File: src/plain_scalar_type_resolver_core_macros.svh
// assertion macros shared by the resolver rtl
`ifndef PLAIN_SCALAR_TYPE_RESOLVER_CORE_MACROS_SVH
`define PLAIN_SCALAR_TYPE_RESOLVER_CORE_MACROS_SVH

// same-cycle implication, sampled on the rising clock edge
`define PSTR_ASSERT_NOW(label, cond, conseq) \
   label: assert property (@(posedge clock) disable iff (reset) (cond) |-> (conseq)) \
      else $error("pstr check failed");

// next-cycle implication
`define PSTR_ASSERT_NEXT(label, cond, conseq) \
   label: assert property (@(posedge clock) disable iff (reset) (cond) |=> (conseq)) \
      else $error("pstr check failed");

`endif

File: src/pstr_pkg.sv
package pstr_pkg;

   typedef enum logic [8:0] {
      NS_START = 9'b000000001,
      NS_SIGN  = 9'b000000010,
      NS_INT   = 9'b000000100,
      NS_DOT   = 9'b000001000,
      NS_FRAC  = 9'b000010000,
      NS_E     = 9'b000100000,
      NS_ESIGN = 9'b001000000,
      NS_EXP   = 9'b010000000,
      NS_DEAD  = 9'b100000000
   } shape_type;

   localparam logic [1:0] RADIX_UNDEC = 2'd0;
   localparam logic [1:0] RADIX_DEC   = 2'd1;
   localparam logic [1:0] RADIX_HEX   = 2'd2;
   localparam logic [1:0] RADIX_OCT   = 2'd3;

   localparam logic [2:0] KIND_NULL     = 3'd0;
   localparam logic [2:0] KIND_BOOL     = 3'd1;
   localparam logic [2:0] KIND_INT      = 3'd2;
   localparam logic [2:0] KIND_FLOAT    = 3'd3;
   localparam logic [2:0] KIND_OVERFLOW = 3'd4;
   localparam logic [2:0] KIND_STRING   = 3'd5;

   localparam logic [1:0] FS_ORDINARY = 2'd0;
   localparam logic [1:0] FS_PLUS_INF = 2'd1;
   localparam logic [1:0] FS_MINUS_INF = 2'd2;
   localparam logic [1:0] FS_NAN      = 2'd3;

   localparam logic [63:0] LIMIT_MAG = 64'h8000_0000_0000_0000;

   // keyword groups: null words, true words, false words, inf words, nan words
   localparam int KW_FIRST_BOOL  = 4;
   localparam int KW_FIRST_FALSE = 7;
   localparam int KW_FIRST_INF   = 10;
   localparam int KW_FIRST_NAN   = 13;

   localparam logic [7:0] KW_TEXT [16][8] = '{
      '{"~", 8'h00, 8'h00, 8'h00, 8'h00, 8'h00, 8'h00, 8'h00},
      '{"n", "u", "l", "l", 8'h00, 8'h00, 8'h00, 8'h00},
      '{"N", "u", "l", "l", 8'h00, 8'h00, 8'h00, 8'h00},
      '{"N", "U", "L", "L", 8'h00, 8'h00, 8'h00, 8'h00},
      '{"t", "r", "u", "e", 8'h00, 8'h00, 8'h00, 8'h00},
      '{"T", "r", "u", "e", 8'h00, 8'h00, 8'h00, 8'h00},
      '{"T", "R", "U", "E", 8'h00, 8'h00, 8'h00, 8'h00},
      '{"f", "a", "l", "s", "e", 8'h00, 8'h00, 8'h00},
      '{"F", "a", "l", "s", "e", 8'h00, 8'h00, 8'h00},
      '{"F", "A", "L", "S", "E", 8'h00, 8'h00, 8'h00},
      '{".", "i", "n", "f", 8'h00, 8'h00, 8'h00, 8'h00},
      '{".", "I", "n", "f", 8'h00, 8'h00, 8'h00, 8'h00},
      '{".", "I", "N", "F", 8'h00, 8'h00, 8'h00, 8'h00},
      '{".", "n", "a", "n", 8'h00, 8'h00, 8'h00, 8'h00},
      '{".", "N", "a", "N", 8'h00, 8'h00, 8'h00, 8'h00},
      '{".", "N", "A", "N", 8'h00, 8'h00, 8'h00, 8'h00}
   };

   localparam logic [3:0] KW_LEN [16] = '{
      4'd1, 4'd4, 4'd4, 4'd4, 4'd4, 4'd4, 4'd4, 4'd5,
      4'd5, 4'd5, 4'd4, 4'd4, 4'd4, 4'd4, 4'd4, 4'd4
   };

   typedef struct packed {
      logic [3:0]  pos;
      logic [15:0] alive;
      logic [1:0]  radix;
      shape_type   shape;
      logic        neg;
      logic [63:0] mag;
      logic        ovf;
      logic        flag_sign;
      logic        flag_digit;
      logic        flag_bad;
   } state_type;

   localparam state_type STATE_RESET = '{
      pos: 4'd0, alive: 16'hFFFF, radix: RADIX_UNDEC, shape: NS_START, neg: 1'b0,
      mag: 64'd0, ovf: 1'b0, flag_sign: 1'b0, flag_digit: 1'b0, flag_bad: 1'b0
   };

   // final state of a scalar, pos holds the index of its last byte
   typedef struct packed {
      logic      empty;
      state_type st;
   } snap_type;

   typedef struct packed {
      logic [2:0]         kind;
      logic               bool_value;
      logic signed [63:0] int_value;
      logic [1:0]         float_special;
   } result_type;

   function automatic logic is_dec(input logic [7:0] c);
      return (c >= "0") && (c <= "9");
   endfunction

   function automatic logic is_sgn(input logic [7:0] c);
      return (c == "+") || (c == "-");
   endfunction

   function automatic logic is_exp(input logic [7:0] c);
      return (c == "e") || (c == "E");
   endfunction

endpackage

File: src/plain_scalar_type_resolver_core.sv
// one byte beat accepted per cycle while req_tready is high; a scalar of n bytes takes n beats
// the beat with tlast fills the snapshot register; the result then moves into the output register once it is free
// throughput: one beat per cycle while req_tready is high, set by the combinational per-byte state update
// reset (synchronous, active high) clears the scan state and both valid flags
// after every result the scan state returns to its reset value
`include "plain_scalar_type_resolver_core_macros.svh"

module plain_scalar_type_resolver_core (
   input  logic        clock,
   input  logic        reset,
   input  logic        req_tvalid,
   output logic        req_tready,
   input  logic [7:0]  req_tdata,   // char_byte
   input  logic        req_tlast,   // last_byte
   input  logic        req_tuser,   // empty_scalar
   output logic        rsp_tvalid,
   input  logic        rsp_tready,
   output logic [71:0] rsp_tdata,   // bool_value, int_value, float_special, zero pad
   output logic [2:0]  rsp_tuser    // kind
);

   pstr_pkg::state_type  work_ff, work_in, step_nxt;
   pstr_pkg::snap_type   snap_ff, snap_in;
   pstr_pkg::result_type out_ff, out_in, cls_res;
   logic                 snap_vld_ff, snap_vld_in;
   logic                 out_vld_ff, out_vld_in;
   logic                 beat, finish, out_free, snap_adv;

   pstr_step u_step (
      .cur       (work_ff),
      .char_byte (req_tdata),
      .nxt       (step_nxt)
   );

   pstr_classify u_classify (
      .snap (snap_ff),
      .res  (cls_res)
   );

   assign out_free   = !out_vld_ff || rsp_tready;
   assign snap_adv   = snap_vld_ff && out_free;
   assign req_tready = !snap_vld_ff || out_free;
   assign beat       = req_tvalid && req_tready;
   assign finish     = beat && req_tlast;

   always_comb begin
      work_in = work_ff;
      if (finish) work_in = pstr_pkg::STATE_RESET;
      else if (beat && !req_tuser) work_in = step_nxt;

      snap_in        = snap_ff;
      snap_in.empty  = req_tuser;
      snap_in.st     = step_nxt;
      snap_in.st.pos = work_ff.pos;
      if (!finish) snap_in = snap_ff;

      snap_vld_in = snap_vld_ff;
      if (finish) snap_vld_in = 1'b1;
      else if (snap_adv) snap_vld_in = 1'b0;

      out_in     = snap_adv ? cls_res : out_ff;
      out_vld_in = out_vld_ff;
      if (snap_adv) out_vld_in = 1'b1;
      else if (rsp_tready) out_vld_in = 1'b0;
   end

   always_ff @(posedge clock) begin
      if (reset) begin
         work_ff     <= pstr_pkg::STATE_RESET;
         snap_vld_ff <= 1'b0;
         out_vld_ff  <= 1'b0;
      end else begin
         work_ff     <= work_in;
         snap_vld_ff <= snap_vld_in;
         out_vld_ff  <= out_vld_in;
      end
   end

   always_ff @(posedge clock) begin
      snap_ff <= snap_in;
      out_ff  <= out_in;
   end

   assign rsp_tvalid = out_vld_ff;
   assign rsp_tuser  = out_ff.kind;
   assign rsp_tdata  = {5'b00000, out_ff.float_special, out_ff.int_value, out_ff.bool_value};

   `PSTR_ASSERT_NOW(a_int_only_for_int, out_vld_ff && out_ff.kind != pstr_pkg::KIND_INT, out_ff.int_value == 64'd0)
   `PSTR_ASSERT_NOW(a_special_only_float, out_vld_ff && out_ff.kind != pstr_pkg::KIND_FLOAT, out_ff.float_special == pstr_pkg::FS_ORDINARY)
   `PSTR_ASSERT_NEXT(a_work_cleared, finish, work_ff == pstr_pkg::STATE_RESET)
   `PSTR_ASSERT_NEXT(a_snap_moves_out, snap_adv, out_vld_ff)
   `PSTR_ASSERT_NOW(a_hold_when_full, snap_vld_ff && !out_free, !req_tready)

endmodule

File: src/pstr_step.sv
module pstr_step (
   input  pstr_pkg::state_type cur,
   input  logic [7:0]          char_byte,
   output pstr_pkg::state_type nxt
);

   logic [3:0]  idx;
   logic        off;
   logic [3:0]  kpos;
   logic        dec;
   logic        sgn;
   logic        zero_first;
   logic [1:0]  radix_new;
   logic        rdig_ok;
   logic [3:0]  rdig;
   logic        push_en;
   logic [1:0]  push_radix;
   logic [3:0]  push_dig;
   logic [67:0] prod;
   pstr_pkg::shape_type ns;

   always_comb begin
      nxt        = cur;
      idx        = cur.pos;
      dec        = pstr_pkg::is_dec(char_byte);
      sgn        = pstr_pkg::is_sgn(char_byte);
      off        = 1'b0;
      kpos       = 4'd0;

      // keyword matching
      for (int w = 0; w < 16; w++) begin
         if (cur.alive[w]) begin
            if (w >= pstr_pkg::KW_FIRST_INF && idx == 4'd0 && sgn) begin
               if (char_byte == "-" && w >= pstr_pkg::KW_FIRST_NAN) nxt.alive[w] = 1'b0;
            end else begin
               off  = (w >= pstr_pkg::KW_FIRST_INF) && cur.flag_sign;
               kpos = idx - {3'b000, off};
               if (!(kpos < pstr_pkg::KW_LEN[w]) ||
                   pstr_pkg::KW_TEXT[w][kpos[2:0]] != char_byte) begin
                  nxt.alive[w] = 1'b0;
               end
            end
         end
      end

      // radix decision on the second byte
      zero_first = (cur.shape == pstr_pkg::NS_INT) && !cur.flag_sign && (cur.mag == 64'd0);
      radix_new  = cur.radix;
      if (idx == 4'd1) begin
         if (zero_first && char_byte == "x") radix_new = pstr_pkg::RADIX_HEX;
         else if (zero_first && char_byte == "o") radix_new = pstr_pkg::RADIX_OCT;
         else radix_new = pstr_pkg::RADIX_DEC;
      end
      nxt.radix = radix_new;

      // digit of a prefixed radix
      rdig_ok = 1'b1;
      rdig    = 4'd0;
      if (dec) rdig = char_byte[3:0];
      else if ((char_byte >= "a" && char_byte <= "f") || (char_byte >= "A" && char_byte <= "F"))
         rdig = char_byte[3:0] + 4'd9;
      else rdig_ok = 1'b0;
      if (radix_new == pstr_pkg::RADIX_OCT && rdig[3]) rdig_ok = 1'b0;

      // next number shape
      case (cur.shape)
         pstr_pkg::NS_START:
            ns = sgn ? pstr_pkg::NS_SIGN : dec ? pstr_pkg::NS_INT :
                 (char_byte == ".") ? pstr_pkg::NS_DOT : pstr_pkg::NS_DEAD;
         pstr_pkg::NS_SIGN:
            ns = dec ? pstr_pkg::NS_INT : (char_byte == ".") ? pstr_pkg::NS_DOT :
                 pstr_pkg::NS_DEAD;
         pstr_pkg::NS_INT:
            ns = dec ? pstr_pkg::NS_INT : (char_byte == ".") ? pstr_pkg::NS_DOT :
                 pstr_pkg::is_exp(char_byte) ? pstr_pkg::NS_E : pstr_pkg::NS_DEAD;
         pstr_pkg::NS_DOT:
            ns = dec ? pstr_pkg::NS_FRAC :
                 (pstr_pkg::is_exp(char_byte) && cur.flag_digit) ? pstr_pkg::NS_E :
                 pstr_pkg::NS_DEAD;
         pstr_pkg::NS_FRAC:
            ns = dec ? pstr_pkg::NS_FRAC :
                 pstr_pkg::is_exp(char_byte) ? pstr_pkg::NS_E : pstr_pkg::NS_DEAD;
         pstr_pkg::NS_E:
            ns = sgn ? pstr_pkg::NS_ESIGN : dec ? pstr_pkg::NS_EXP : pstr_pkg::NS_DEAD;
         pstr_pkg::NS_ESIGN:
            ns = dec ? pstr_pkg::NS_EXP : pstr_pkg::NS_DEAD;
         pstr_pkg::NS_EXP:
            ns = dec ? pstr_pkg::NS_EXP : pstr_pkg::NS_DEAD;
         default:
            ns = pstr_pkg::NS_DEAD;
      endcase
      nxt.shape = ns;

      // digit push, at most one per byte
      push_en    = 1'b0;
      push_radix = radix_new;
      push_dig   = rdig;
      if (idx >= 4'd2 && radix_new inside {pstr_pkg::RADIX_HEX, pstr_pkg::RADIX_OCT}) begin
         if (rdig_ok) push_en = 1'b1;
         else nxt.flag_bad = 1'b1;
      end else if (ns == pstr_pkg::NS_INT) begin
         push_en    = 1'b1;
         push_radix = pstr_pkg::RADIX_DEC;
         push_dig   = char_byte[3:0];
      end

      case (push_radix)
         pstr_pkg::RADIX_HEX: prod = {cur.mag, 4'b0000};
         pstr_pkg::RADIX_OCT: prod = {1'b0, cur.mag, 3'b000};
         default:             prod = {1'b0, cur.mag, 3'b000} + {3'b000, cur.mag, 1'b0};
      endcase
      prod = prod + {64'd0, push_dig};

      if (push_en && !cur.ovf) begin
         if (prod > {4'b0000, pstr_pkg::LIMIT_MAG}) nxt.ovf = 1'b1;
         else nxt.mag = prod[63:0];
      end

      if (dec && (cur.shape inside {pstr_pkg::NS_START, pstr_pkg::NS_SIGN, pstr_pkg::NS_INT,
                                    pstr_pkg::NS_DOT, pstr_pkg::NS_FRAC}))
         nxt.flag_digit = 1'b1;

      if (idx == 4'd0 && sgn) begin
         nxt.flag_sign = 1'b1;
         nxt.neg       = (char_byte == "-");
      end

      if (cur.pos != 4'hF) nxt.pos = cur.pos + 4'd1;
   end

endmodule

File: src/pstr_classify.sv
module pstr_classify (
   input  pstr_pkg::snap_type   snap,
   output pstr_pkg::result_type res
);

   logic       hit_any;
   logic [3:0] hit_idx;
   logic       off;
   logic [3:0] idx;

   always_comb begin
      idx     = snap.st.pos;
      hit_any = 1'b0;
      hit_idx = 4'd0;
      off     = 1'b0;
      // lowest matching keyword wins
      for (int w = 15; w >= 0; w--) begin
         off = (w >= pstr_pkg::KW_FIRST_INF) && snap.st.flag_sign;
         if (snap.st.alive[w] && idx == pstr_pkg::KW_LEN[w] + {3'b000, off} - 4'd1) begin
            hit_any = 1'b1;
            hit_idx = 4'(w);
         end
      end

      res.kind          = pstr_pkg::KIND_STRING;
      res.bool_value    = 1'b0;
      res.int_value     = '0;
      res.float_special = pstr_pkg::FS_ORDINARY;

      if (snap.empty) begin
         res.kind = pstr_pkg::KIND_NULL;
      end else if (hit_any) begin
         if (hit_idx < 4'(pstr_pkg::KW_FIRST_BOOL)) begin
            res.kind = pstr_pkg::KIND_NULL;
         end else if (hit_idx < 4'(pstr_pkg::KW_FIRST_INF)) begin
            res.kind       = pstr_pkg::KIND_BOOL;
            res.bool_value = hit_idx < 4'(pstr_pkg::KW_FIRST_FALSE);
         end else if (hit_idx < 4'(pstr_pkg::KW_FIRST_NAN)) begin
            res.kind          = pstr_pkg::KIND_FLOAT;
            res.float_special = snap.st.neg ? pstr_pkg::FS_MINUS_INF : pstr_pkg::FS_PLUS_INF;
         end else begin
            res.kind          = pstr_pkg::KIND_FLOAT;
            res.float_special = pstr_pkg::FS_NAN;
         end
      end else if ((snap.st.radix == pstr_pkg::RADIX_HEX || snap.st.radix == pstr_pkg::RADIX_OCT)
                   && idx >= 4'd2) begin
         if (snap.st.flag_bad) begin
            res.kind = pstr_pkg::KIND_STRING;
         end else if (snap.st.ovf || snap.st.mag[63]) begin
            res.kind = pstr_pkg::KIND_OVERFLOW;
         end else begin
            res.kind      = pstr_pkg::KIND_INT;
            res.int_value = snap.st.mag;
         end
      end else if (snap.st.shape == pstr_pkg::NS_INT) begin
         if (snap.st.ovf) begin
            res.kind = pstr_pkg::KIND_OVERFLOW;
         end else if (snap.st.neg) begin
            res.kind      = pstr_pkg::KIND_INT;
            res.int_value = 64'd0 - snap.st.mag;
         end else if (snap.st.mag[63]) begin
            res.kind = pstr_pkg::KIND_OVERFLOW;
         end else begin
            res.kind      = pstr_pkg::KIND_INT;
            res.int_value = snap.st.mag;
         end
      end else if (snap.st.shape == pstr_pkg::NS_FRAC || snap.st.shape == pstr_pkg::NS_EXP ||
                   (snap.st.shape == pstr_pkg::NS_DOT && snap.st.flag_digit)) begin
         res.kind = pstr_pkg::KIND_FLOAT;
      end
   end

endmodule
File: config.mk
export PLATFORM = sky130hd
export DESIGN_NAME = plain_scalar_type_resolver_core
export DESIGN_NICKNAME = d
export VERILOG_FILES = /design/src/pstr_pkg.sv /design/src/plain_scalar_type_resolver_core.sv /design/src/pstr_step.sv /design/src/pstr_classify.sv
export VERILOG_INCLUDE_DIRS = /design/src /design/src/src
export SDC_FILE = /design/constraint.sdc
export NUM_CORES = 1
export LEC_CHECK = 0
export BUFFER_PORTS_ARGS = -buffer_cell sky130_fd_sc_hd__buf_4
export CORE_ASPECT_RATIO = 1.25
export CORE_MARGIN = 3
export CORE_UTILIZATION = 35
export DETAILED_ROUTE_END_ITERATION = 12
export GPL_ROUTABILITY_DRIVEN = 0
export GPL_TIMING_DRIVEN = 0
export SETUP_SLACK_MARGIN = 0.05
export SYNTH_ARGS = -nofsm -noshare
export SYNTH_HDL_FRONTEND = slang
export SYNTH_SLANG_ARGS = --single-unit
File: constraint.sdc
create_clock -name clock -period 11.3 [get_ports clock]
set_clock_uncertainty 0.05 [all_clocks]
set_input_delay 0.565 -clock clock [delete_from_list [all_inputs] [get_ports clock]]
set_output_delay 0.565 -clock clock [all_outputs]
set_load 0.03 [all_outputs]
### Word level (Yosys, flattened, before mapping)

Memories as Yosys holds them, arrays and structs flattened.
Index checks and enable logic that the tools add are counted.

* register bits: 273
* memory bits (read-only): 1024
* memories kept: 16

* bitwise logic cells: 4
* reductions and logical operators: 82
* muxes and demuxes: 163
* eq/ne operators: 47
* order comparisons: 19
* add/subtract/negate cells: 8

Memories
* (no name shown): words 8, width 8, rd ports 1, clocked after memory_dff 0, wr ports 0, line pstr_step.sv:39 `pstr_pkg::KW_TEXT[w][kpos[2:0]] != char_byte) begin`
* (no name shown): words 8, width 8, rd ports 1, clocked after memory_dff 0, wr ports 0, line pstr_step.sv:39
* (no name shown): words 8, width 8, rd ports 1, clocked after memory_dff 0, wr ports 0, line pstr_step.sv:39
* (no name shown): words 8, width 8, rd ports 1, clocked after memory_dff 0, wr ports 0, line pstr_step.sv:39
* (no name shown): words 8, width 8, rd ports 1, clocked after memory_dff 0, wr ports 0, line pstr_step.sv:39
* (no name shown): words 8, width 8, rd ports 1, clocked after memory_dff 0, wr ports 0, line pstr_step.sv:39
* 10 more memories

Operators by type and width (count)
* $mux W64: 7
* $mux W8: 32
* $pmux W68 S2: 1
* $ne A8 B8 Y1: 16
* $mux W9: 11
* $mux W4: 20
* $mux W1: 71
* $add A67 B65 Y68: 1
* $add A68 B4 Y68: 1
* $gt A68 B64 Y1 const B: 1
* $mux W65: 1
* $logic_not A64 Y1: 1
* $sub A1 B64 Y64 const A: 1
* $mux W63: 1
* $pmux W9 S7: 1
* $logic_and A1 B1 Y1: 35
* $eq A8 B7 Y1 const B: 4
* $mux W3: 10
* $eq A9 B3 Y1 const B: 3
* $logic_or A1 B1 Y1: 25
* $eq A8 B6 Y1 const B: 3
* $lt A4 B3 Y1 const B: 5
* $eq A9 B4 Y1 const B: 2
* $eq A9 B5 Y1 const B: 2
* other kinds (34): 68

### Logic depth before layout (Yosys ltp)

Gate-level depths: netlist of the first run.

* depth in word-level cells: 24
* mapped depth: 37

### Modules after synthesis

From an unflattened synthesis of the first run, not the netlist that was laid out.

* cell total of the unflattened synthesis: 3006
* area total of the unflattened synthesis: 24083.1 um^2

By module, submodules not included
* pstr_step: times used 1, area an instance 11641.2 um^2, cells each 1841, seq. area each 0.0 um^2
* plain_scalar_type_resolver_core: times used 1, area an instance 9435.3 um^2, cells each 645, seq. area each 7176.9 um^2
* pstr_classify: times used 1, area an instance 3006.6 um^2, cells each 520, seq. area each 0.0 um^2

### Least setup slack after synthesis of the first run

OpenSTA, ideal clock, no wires.

* path kind: input to register
* start: input port req_tdata[0]
* end: register snap_ff[34] in the netlist's numbering, data pin
* buffers on the path: 10
* data required time: 10.984 ns
* setup slack: 3.060 ns
* setup time: 0.266 ns
* stages on the path: 35
* data arrival time: 7.924 ns
* cells stage by stage: clkbuf_1 -> inv_1 -> ha_1 -> nand3b_1 -> a21oi_1 -> a31oi_1 -> inv_1 -> nand2_1 -> buf_2 -> clkbuf_1 -> buf_1 -> clkbuf_1 -> clkbuf_1 -> clkbuf_1 -> clkbuf_1 -> and2_1 -> ha_1 -> a21o_1 -> a21o_1 -> nand4_1 -> or4_4 -> a22oi_4 -> nand3_1 -> nor4_2 -> nand3_2 -> or3_1 -> or3_1 -> xor2_1 -> or4b_1 -> nor3_2 -> o21ai_1 -> clkbuf_1 -> clkbuf_1 -> nand2_1 -> o21ai_0

RTL lines
* from (decl): line plain_scalar_type_resolver_core.sv:13 `input logic [7:0] req_tdata,`
* to (signal assigned): line plain_scalar_type_resolver_core.sv:80 `snap_ff <= snap_in;`
* to (decl): line plain_scalar_type_resolver_core.sv:23 `pstr_pkg::snap_type snap_ff, snap_in;`

==> results_dict.tcl, run 1 <==
set metrics [dict create \
    post_cts.repair.setup_buffers 0 \
    min_to "snap_vld_ff" \
    cap_viol_max_count 0 \
    ctsHoldBuffers 0 \
    fin_crit_sh_pct 97.8 \
    power_leakage_nw 8.65 \
    grt_antenna_before_repair 0 \
    syn_area_per_cell_um2 7.80 \
    num_io_pins 91 \
    final-hold-violation-count 0 \
    drtIter0Drc 2310 \
    cts_buffers 25 \
    fin_tns_setup_ns 0 \
    grt_first_pass_wirelength_mm 129 \
    cpMaxStageDelayCell "nor4b_1" \
    vdd_ir_drop_max_uv 99.0 \
    die_area_um2 67700 \
    cp_max_fo 28 \
    port_buffers 82 \
    clock_latency_ns 0.55 \
    synth.most_common_cell "nand2_1" \
    min_from "reset" \
    wl_mm 84.3 \
    max_slew_margin_pct 16.7 \
    cts_tree "done" \
    ff2ff_path_depth 33 \
    min_path_cells 2 \
    cts_root_buffer "clkbuf_16" \
    min_path_type "primary input to flip-flop" \
    crit_start "work_ff[97]" \
    p_per_area_nw_per_um2 87.4 \
    cp_top_family "simple AND/OR/NAND/NOR gates" \
    status "finished clean" \
    clkTransAtPathRegs_ns 0.07 \
    vias_per_cell 6.00 \
    drc 0 \
    clock_sinks 271 \
    r2r_setup_slack_ns 0.25 \
    grt_usage_pct 24.1 \
    chipHeight_um 290 \
    finalMaxSlewViolations 0 \
    yosys_most_used_dff "edfxtp_1" \
    rr_endpoint "snap_ff[19]" \
    seq_area_frac_synth_pct 31.5 \
    start_util_pct 35.6 \
    end_kind "flip-flop" \
    synth_cells 2898 \
    drtAntennaViolNets 0 \
    critPathRequiredTime_ns 11.49 \
    wl_per_cell_um 21.8 \
    hpwlAfterDp_mm 67.6 \
    finalSetupViolations 0 \
    fmax_mhz 90.5 \
    max_stage_delay_ns 0.65 \
    nets 3106 \
    critical_path_class "flip-flop to flip-flop" \
    timing.final.crit_period_ns 11.05 \
    cp_data_arrival_time_ns 11.25 \
    dr.pass1.iters 6 \
    yosysTopAreaCell "edfxtp_1" \
    ys_ff_latch 271 \
    synth.distinct_cells 96 \
    synth.cell_area_um2 22600 \
    yosys_warnings 0 \
    rsz0062_at_grt "no" \
    antenna_cells 0 \
    grt_max_degree 72 \
    tightestPinTransition_ns 1.22 \
    path_common_cell "clkbuf_1" \
    final_design_area_no_fill_um2 25200 \
    vias 23200 \
    synth_area_leaders "edfxtp_1 (22%), dfxtp_1 (9.0%), nand2_1 (6.3%), a21oi_1 (5.9%), nor2_1 (4.8%)" \
    drive_above_1_share_pct 8.39 \
    rr_startpoint "work_ff[97]" \
    place_area_um2 24300 \
    path_buf_inv 9 \
    grt_pass1_vias 21600 \
    cts-htree-levels 1 \
    num_rows 103 \
    syn2layout_area_growth_pct 11.3 \
    cts_buffer_depth 3 \
    synth_edf_count 169 \
    core_area_um2 63500 \
    synth_top_cell_area_share_pct 22.4 \
    async_reset_ff_share_pct 0 \
    ys_top_cells_by_count "nand2_1 (377), nor2_1 (288), a21oi_1 (265), o21ai_0 (198), edfxtp_1 (169)" \
    gr-total-overflow 0 \
    startpoint_type "flip-flop" \
    die_w_um 233 \
]
[registers in the layout, indices dropped and copies added, names as in the netlist]
| signal | count |
|---|---|
| rsp_tvalid | 1 |
| rsp_tdata | 67 |
| rsp_tuser | 3 |
| snap_ff | 99 |
| work_ff | 100 |
| snap_vld_ff | 1 |
[report_power, final]
group	internal, mW	switching [mW]
sequential	1.07	0.0214
combinational	0.0758	0.183
clock	0.466	0.378
[final cells by class]
type	instances	area [um2]
fillers	6645	38400
inverters	47	179
plain buffers	190	832
clock buffers	36	718
multi-input cells	2391	14500
flip-flops and latches	271	7120
clock inverters	10	82.6
well taps	840	1050
repair buffers	84	663
[layer usage]
layer  global-route usage (%)  share of wire (%)  vias to the layer above
li1                         -                  -                    11100
met1                     30.7                 41                    10800
met2                     39.5                 46                     1042
met3                     1.93                5.8                      244
met4                     14.7                6.9                        0
met5                        0                  0                        -
[stage by stage]
stage          power, mW  utilization, %  hold WS, ns  cells  setup slack, ns
6_report            2.20            39.6        0.165   3869            0.245
5_1_grt             2.27            39.6        0.160   3869           0.0978
4_1_cts             2.21            39.6        0.144   3871           0.0656
3_5_place_dp        1.37            38.3        0.371   3826            -1.06
3_3_place_gp        1.37            38.2        0.360   3824            -1.07
2_1_floorplan       1.28               -        0.353   2902             3.06
[what timing repair did]
action / 4_1_cts / 5_1_grt
setup endpoints to repair: 130 / 118
resized for setup: 4 / 2
pin swaps: 0 / 0
[cell families after synthesis]
logic type,count (synthesis),synth area share (%)
flops,271,31.5
simple gates,1253,27.1
buf+inv,240,4.47
fa+ha+maj,82,4.60
other cells,1,0.0166
compound gates,872,24.8
mux,73,3.35
xor+xnor,106,4.11
[worst max path at each step]
stage | to | slack, ns | cells after the start
floorplan | snap_ff[34] | 3.06 | 35
detailed placement | snap_ff[24] | -1.06 | 34
finish | snap_ff[19] | 0.25 | 33
CTS | snap_ff[24] | 0.07 | 33
global placement | snap_ff[24] | -1.07 | 34
global route | snap_ff[15] | 0.1 | 33
[layout by cell type (no fill, tap or decap), drive strengths merged, types with 25 or more instances in the layout]
cell type,synthesis,routed
xnor2,64,64
and2,38,38
nor3,134,134
and3,25,25
nand3,84,84
o31ai,39,39
a31oi,37,37
clkbuf,127,163
a211oi,54,54
o21ai,201,201
ha,80,80
nor2,289,289
a21o,35,35
nand2,377,377
a21oi,265,265
edfxtp,169,169
xor2,42,42
buf,66,147
nand4,59,59
a311oi,35,35
inv,47,48
or4,29,29
nor4,59,59
or3,39,39
dfxtp,102,102
mux2i,52,52
Note: power is estimated with default switching activity, not from simulation.
==> run 2, diff against run 1 <==
clock period = 10.45 ns   (was 11.3 ns; I/O delays follow)
==> results_dict.tcl, run 2 (synthesis gave the netlist of run 1 again) <==
set metrics [dict create \
    rsz0062_at_grt "no" \
    final_common_cell "nand2_1" \
    dr.pass1.iters 5 \
    ctsHoldBuffers 0 \
    antenna_cells 0 \
    final_cell_mix "nand2_1 (377), nor2_1 (288), a21oi_1 (265)" \
    grt_usage_pct 24.0 \
    hpwlAfterDp_mm 67.6 \
    clkTransAtPathRegs_ns 0.07 \
    critical_path_class "flip-flop to flip-flop" \
    drc 0 \
    drtAntennaViolNets 0 \
    die_area_um2 67700 \
    core_area_um2 63500 \
    crit_start "work_ff[97]" \
    cts_tree "done" \
    port_buffers 82 \
    min_path_type "primary input to flip-flop" \
    cts_buffers 25 \
    grt_max_degree 72 \
    setup_ws_ns 0.324 \
    grt_pass1_vias 21600 \
    grt_antenna_before_repair 0 \
    cap_viol_max_count 0 \
    max_stage_delay_ns 0.58 \
    critPathRequiredTime_ns 10.78 \
    timing.hold.ws_ns 0.124 \
    syn2layout_area_growth_pct 11.5 \
    rr_endpoint "work_ff[67]" \
    place_ws_ns -1.91 \
    num_io_pins 91 \
    rr_startpoint "work_ff[97]" \
    nets 3104 \
    clock_latency_ns 0.55 \
    finalMaxSlewViolations 0 \
    status "finished clean" \
    max_slew_margin_pct 5.94 \
    final-hold-violation-count 0 \
    top_register "work_ff" \
    power_leakage_nw 8.65 \
    fmax_mhz 98.8 \
    cp_data_arrival_time_ns 10.46 \
    cts_root_buffer "clkbuf_16" \
    drive_above_1_share_pct 8.46 \
    crit_end "work_ff[67]" \
    finalSetupViolations 0 \
    fin_crit_sh_pct 96.9 \
    cpMaxStageDelayCell "or4b_1" \
    grtUsageMet1_pct 30.7 \
    vias 23100 \
    drtIter0Drc 2211 \
    fillers 6632 \
    wl_mm 83.7 \
    chipHeight_um 290 \
    cts-htree-levels 1 \
    multiInputGateArea_um2 14600 \
    gr-total-overflow 0 \
    seq_area_um2 7120 \
    p_per_area_nw_per_um2 94.3 \
    final_design_area_no_fill_um2 25200 \
    num_rows 103 \
    busiest_layer "met2" \
    vias_per_cell 5.97 \
    die_w_um 233 \
    final_util_pct 39.7 \
    cts_buffer_depth 3 \
    startpoint_type "flip-flop" \
    wl_per_cell_um 21.7 \
    grt_first_pass_wirelength_mm 129 \
    ff2ff_path_depth 35 \
    path_common_cell "clkbuf_4" \
    vdd_ir_drop_max_uv 107 \
    clock_sinks 271 \
    timing.final.crit_period_ns 10.13 \
    cp_max_fo 10 \
    end_kind "flip-flop" \
    start_util_pct 35.6 \
    met3_usage_pct 1.82 \
    fin_tns_setup_ns 0 \
    place_area_um2 24300 \
    grt.met2_usage_pct 39.5 \
    largest_register_ffs 100 \
    r2r_setup_slack_ns 0.32 \
    tightestPinTransition_ns 1.38 \
]
## run 2: worst min path at each step
stage	from	depth (start not counted)	end
floorplan	work_ff[99]	0	snap_ff[99]
global placement	work_ff[99]	0	snap_ff[99]
detailed placement	work_ff[99]	0	snap_ff[99]
CTS	reset	2	snap_vld_ff
global route	reset	2	snap_vld_ff
finish	reset	2	snap_vld_ff
## run 2: cell type report
class,count,area share (%)
clock buffers,36,2.85
flip-flops and latches,271,28.2
multi-input cells,2391,57.7
well taps,840,4.17
repair buffers,85,2.66
plain buffers,187,3.30
inverters,47,0.710
clock inverters,10,0.328
## run 2: worst max-delay path, delay by kind of cell (launching register included)
kind | cells | cell delay (ns)
AO/OA/AOI/OAI | 7 | 1.96
buffers and inverters | 12 | 2.81
flip-flops | 1 | 0.43
AND/OR/NAND/NOR | 14 | 4.06
adder cells (fa/ha/maj) | 2 | 0.62
## run 2: timing repair
| item | CTS | global route |
|---|---|---|
| endpoints found under the setup margin | 130 | 125 |
| resized for setup | 8 | 11 |
| buffers inserted | 0 | 1 |
| endpoints found under the hold margin | 0 | 0 |
## run 2: power by group
group | leakage, nW | switching, mW | internal, mW
clock network | 0.383 | 0.408 | 0.504
registers | 2.40 | 0.0231 | 1.16
logic | 5.87 | 0.197 | 0.0836
## run 2: routing by layer
layer	share of wire [%]	vias up
met5	0	-
li1	-	11100
met1	41	10800
met3	5.8	211
met2	46	994
met4	6.5	0
## run 2: metrics by stage
stage	cells	power, mW
finish	3867	2.38
floorplan	2902	1.38
global route	3867	2.46
detailed placement	3826	1.48
global placement	3824	1.48
CTS	3869	2.39
==> run 3, diff against run 2 <==
MAX_ROUTING_LAYER = met4   (was not set)
==> results_dict.tcl, run 3 (synthesis gave the netlist of run 1 again) <==
set metrics [dict create \
    status "finished clean" \
    nets 3104 \
    chipHeight_um 290 \
    place_area_um2 24300 \
    rr_startpoint "work_ff[97]" \
    fin_crit_sh_pct 97.4 \
    rsz0062_at_grt "no" \
    core_area_um2 63500 \
    die_area_um2 67700 \
    cpMaxStageDelayCell "or4b_1" \
    grt_first_pass_wirelength_mm 129 \
    final_util_pct 39.7 \
    critical_path_class "flip-flop to flip-flop" \
    cts_root_buffer "clkbuf_16" \
    vdd_ir_drop_max_uv 107 \
    grt_pass1_vias 21600 \
    num_rows 103 \
    min_path_type "primary input to flip-flop" \
    cts_tree "done" \
    clock_sinks 271 \
    cts_buffers 25 \
    drtAntennaViolNets 0 \
    end_kind "flip-flop" \
    cp_data_arrival_time_ns 10.37 \
    final_common_cell "nand2_1" \
    grt_antenna_before_repair 0 \
    top_register "work_ff" \
    vias 23100 \
    clkTransAtPathRegs_ns 0.07 \
    finalSetupViolations 0 \
    num_io_pins 91 \
    fmax_mhz 98.2 \
    final_cell_mix "nand2_1 (377), nor2_1 (288), a21oi_1 (265)" \
    gr-total-overflow 0 \
    dr.pass1.iters 7 \
    min_path_cells 2 \
    cts-htree-levels 1 \
    drtIter0Drc 2320 \
    cp_max_fo 10 \
    rr_endpoint "snap_ff[27]" \
    cts_buffer_depth 3 \
    grt_usage_pct 24.7 \
    critPathRequiredTime_ns 10.64 \
    startpoint_type "flip-flop" \
    min_to "snap_vld_ff" \
    cap_viol_max_count 0 \
    path_common_cell "clkbuf_4" \
    tightestPinTransition_ns 1.30 \
    port_buffers 82 \
    wl_per_cell_um 21.6 \
    syn2layout_area_growth_pct 11.5 \
    vias_per_cell 5.98 \
    die_w_um 233 \
    p_per_area_nw_per_um2 94.4 \
    hpwlAfterDp_mm 67.6 \
    drive_above_1_share_pct 8.46 \
    max_slew_margin_pct 11.3 \
    power_leakage_nw 8.65 \
    largest_register_ffs 100 \
    clock_latency_ns 0.55 \
    final-hold-violation-count 0 \
    final_design_area_no_fill_um2 25200 \
    timing.final.crit_period_ns 10.18 \
    ff2ff_path_depth 35 \
    grt_max_degree 72 \
    antenna_cells 0 \
    drc 0 \
    fillers 6632 \
    wl_mm 83.7 \
    start_util_pct 35.6 \
    min_from "reset" \
    finalMaxSlewViolations 0 \
    max_stage_delay_ns 0.58 \
    r2r_setup_slack_ns 0.27 \
]
==> run 3: metrics by stage <==
| step | power [mW] | hold WS, ns | instances | setup slack (ns) | TNS, ns |
|---|---|---|---|---|---|
| 2_1_floorplan | 1.38 | 0.353 | 2902 | 2.25 | 0 |
| 3_3_place_gp | 1.48 | 0.360 | 3824 | -1.92 | -221.52 |
| 3_5_place_dp | 1.48 | 0.371 | 3826 | -1.91 | -221.10 |
| 4_1_cts | 2.39 | 0.102 | 3869 | 0.0862 | 0 |
| 5_1_grt | 2.46 | 0.117 | 3867 | 0.0490 | 0 |
| 6_report | 2.38 | 0.123 | 3867 | 0.267 | 0 |
==> run 3: area by class of cell <==
type,count,area [um2],share of cell area [%]
repair buffers,85,671,2.66
inverters,47,179,0.710
flip-flops and latches,271,7120,28.2
plain buffers,187,832,3.30
multi-input cells,2391,14600,57.7
well taps,840,1050,4.17
clock inverters,10,82.6,0.328
clock buffers,36,718,2.85
==> run 3: where the power goes <==
part	total (mW)	internal [mW]	switching, mW
sequential	1.19	1.16	0.0231
clock	0.912	0.504	0.408
combinational	0.281	0.0836	0.198
==> run 3: repair_timing <==
item                       in CTS  in global routing
gates resized for setup         8                 11
gates cloned                    0                  0
hold buffers                    0                  0
setup endpoints to repair     130                125
buffers inserted                0                  1
==> run 3: layer usage <==
| layer | global-route usage, % | vias to the layer above | part of all wire [%] |
|---|---|---|---|
| met1 | 30.8 | 10800 | 41 |
| li1 | - | 11100 | - |
| met4 | 14.2 | 0 | 6.6 |
| met5 | - | - | 0 |
| met2 | 39.4 | 971 | 46 |
| met3 | 1.81 | 234 | 6.0 |
==> run 3: worst max-delay path by stage <==
stage                       startpoint          end  slack [ns]  cells past startpoint
after floorplan           req_tdata[0]  snap_ff[34]        2.25                     35
after global placement     work_ff[97]  snap_ff[24]       -1.92                     34
after detailed placement   work_ff[97]  snap_ff[24]       -1.91                     34
after CTS                  work_ff[97]  snap_ff[24]        0.09                     33
after global routing       work_ff[97]  snap_ff[27]        0.05                     35
final                      work_ff[97]  snap_ff[27]        0.27                     35
==> run 3: critical path, delay by kind of cell, from the launching register on <==
family / cells / cell delay, ns
simple gates: 14 / 4.10
fa+ha+maj: 2 / 0.62
compound gates: 7 / 1.64
buf+inv: 12 / 3.00
flops: 1 / 0.43
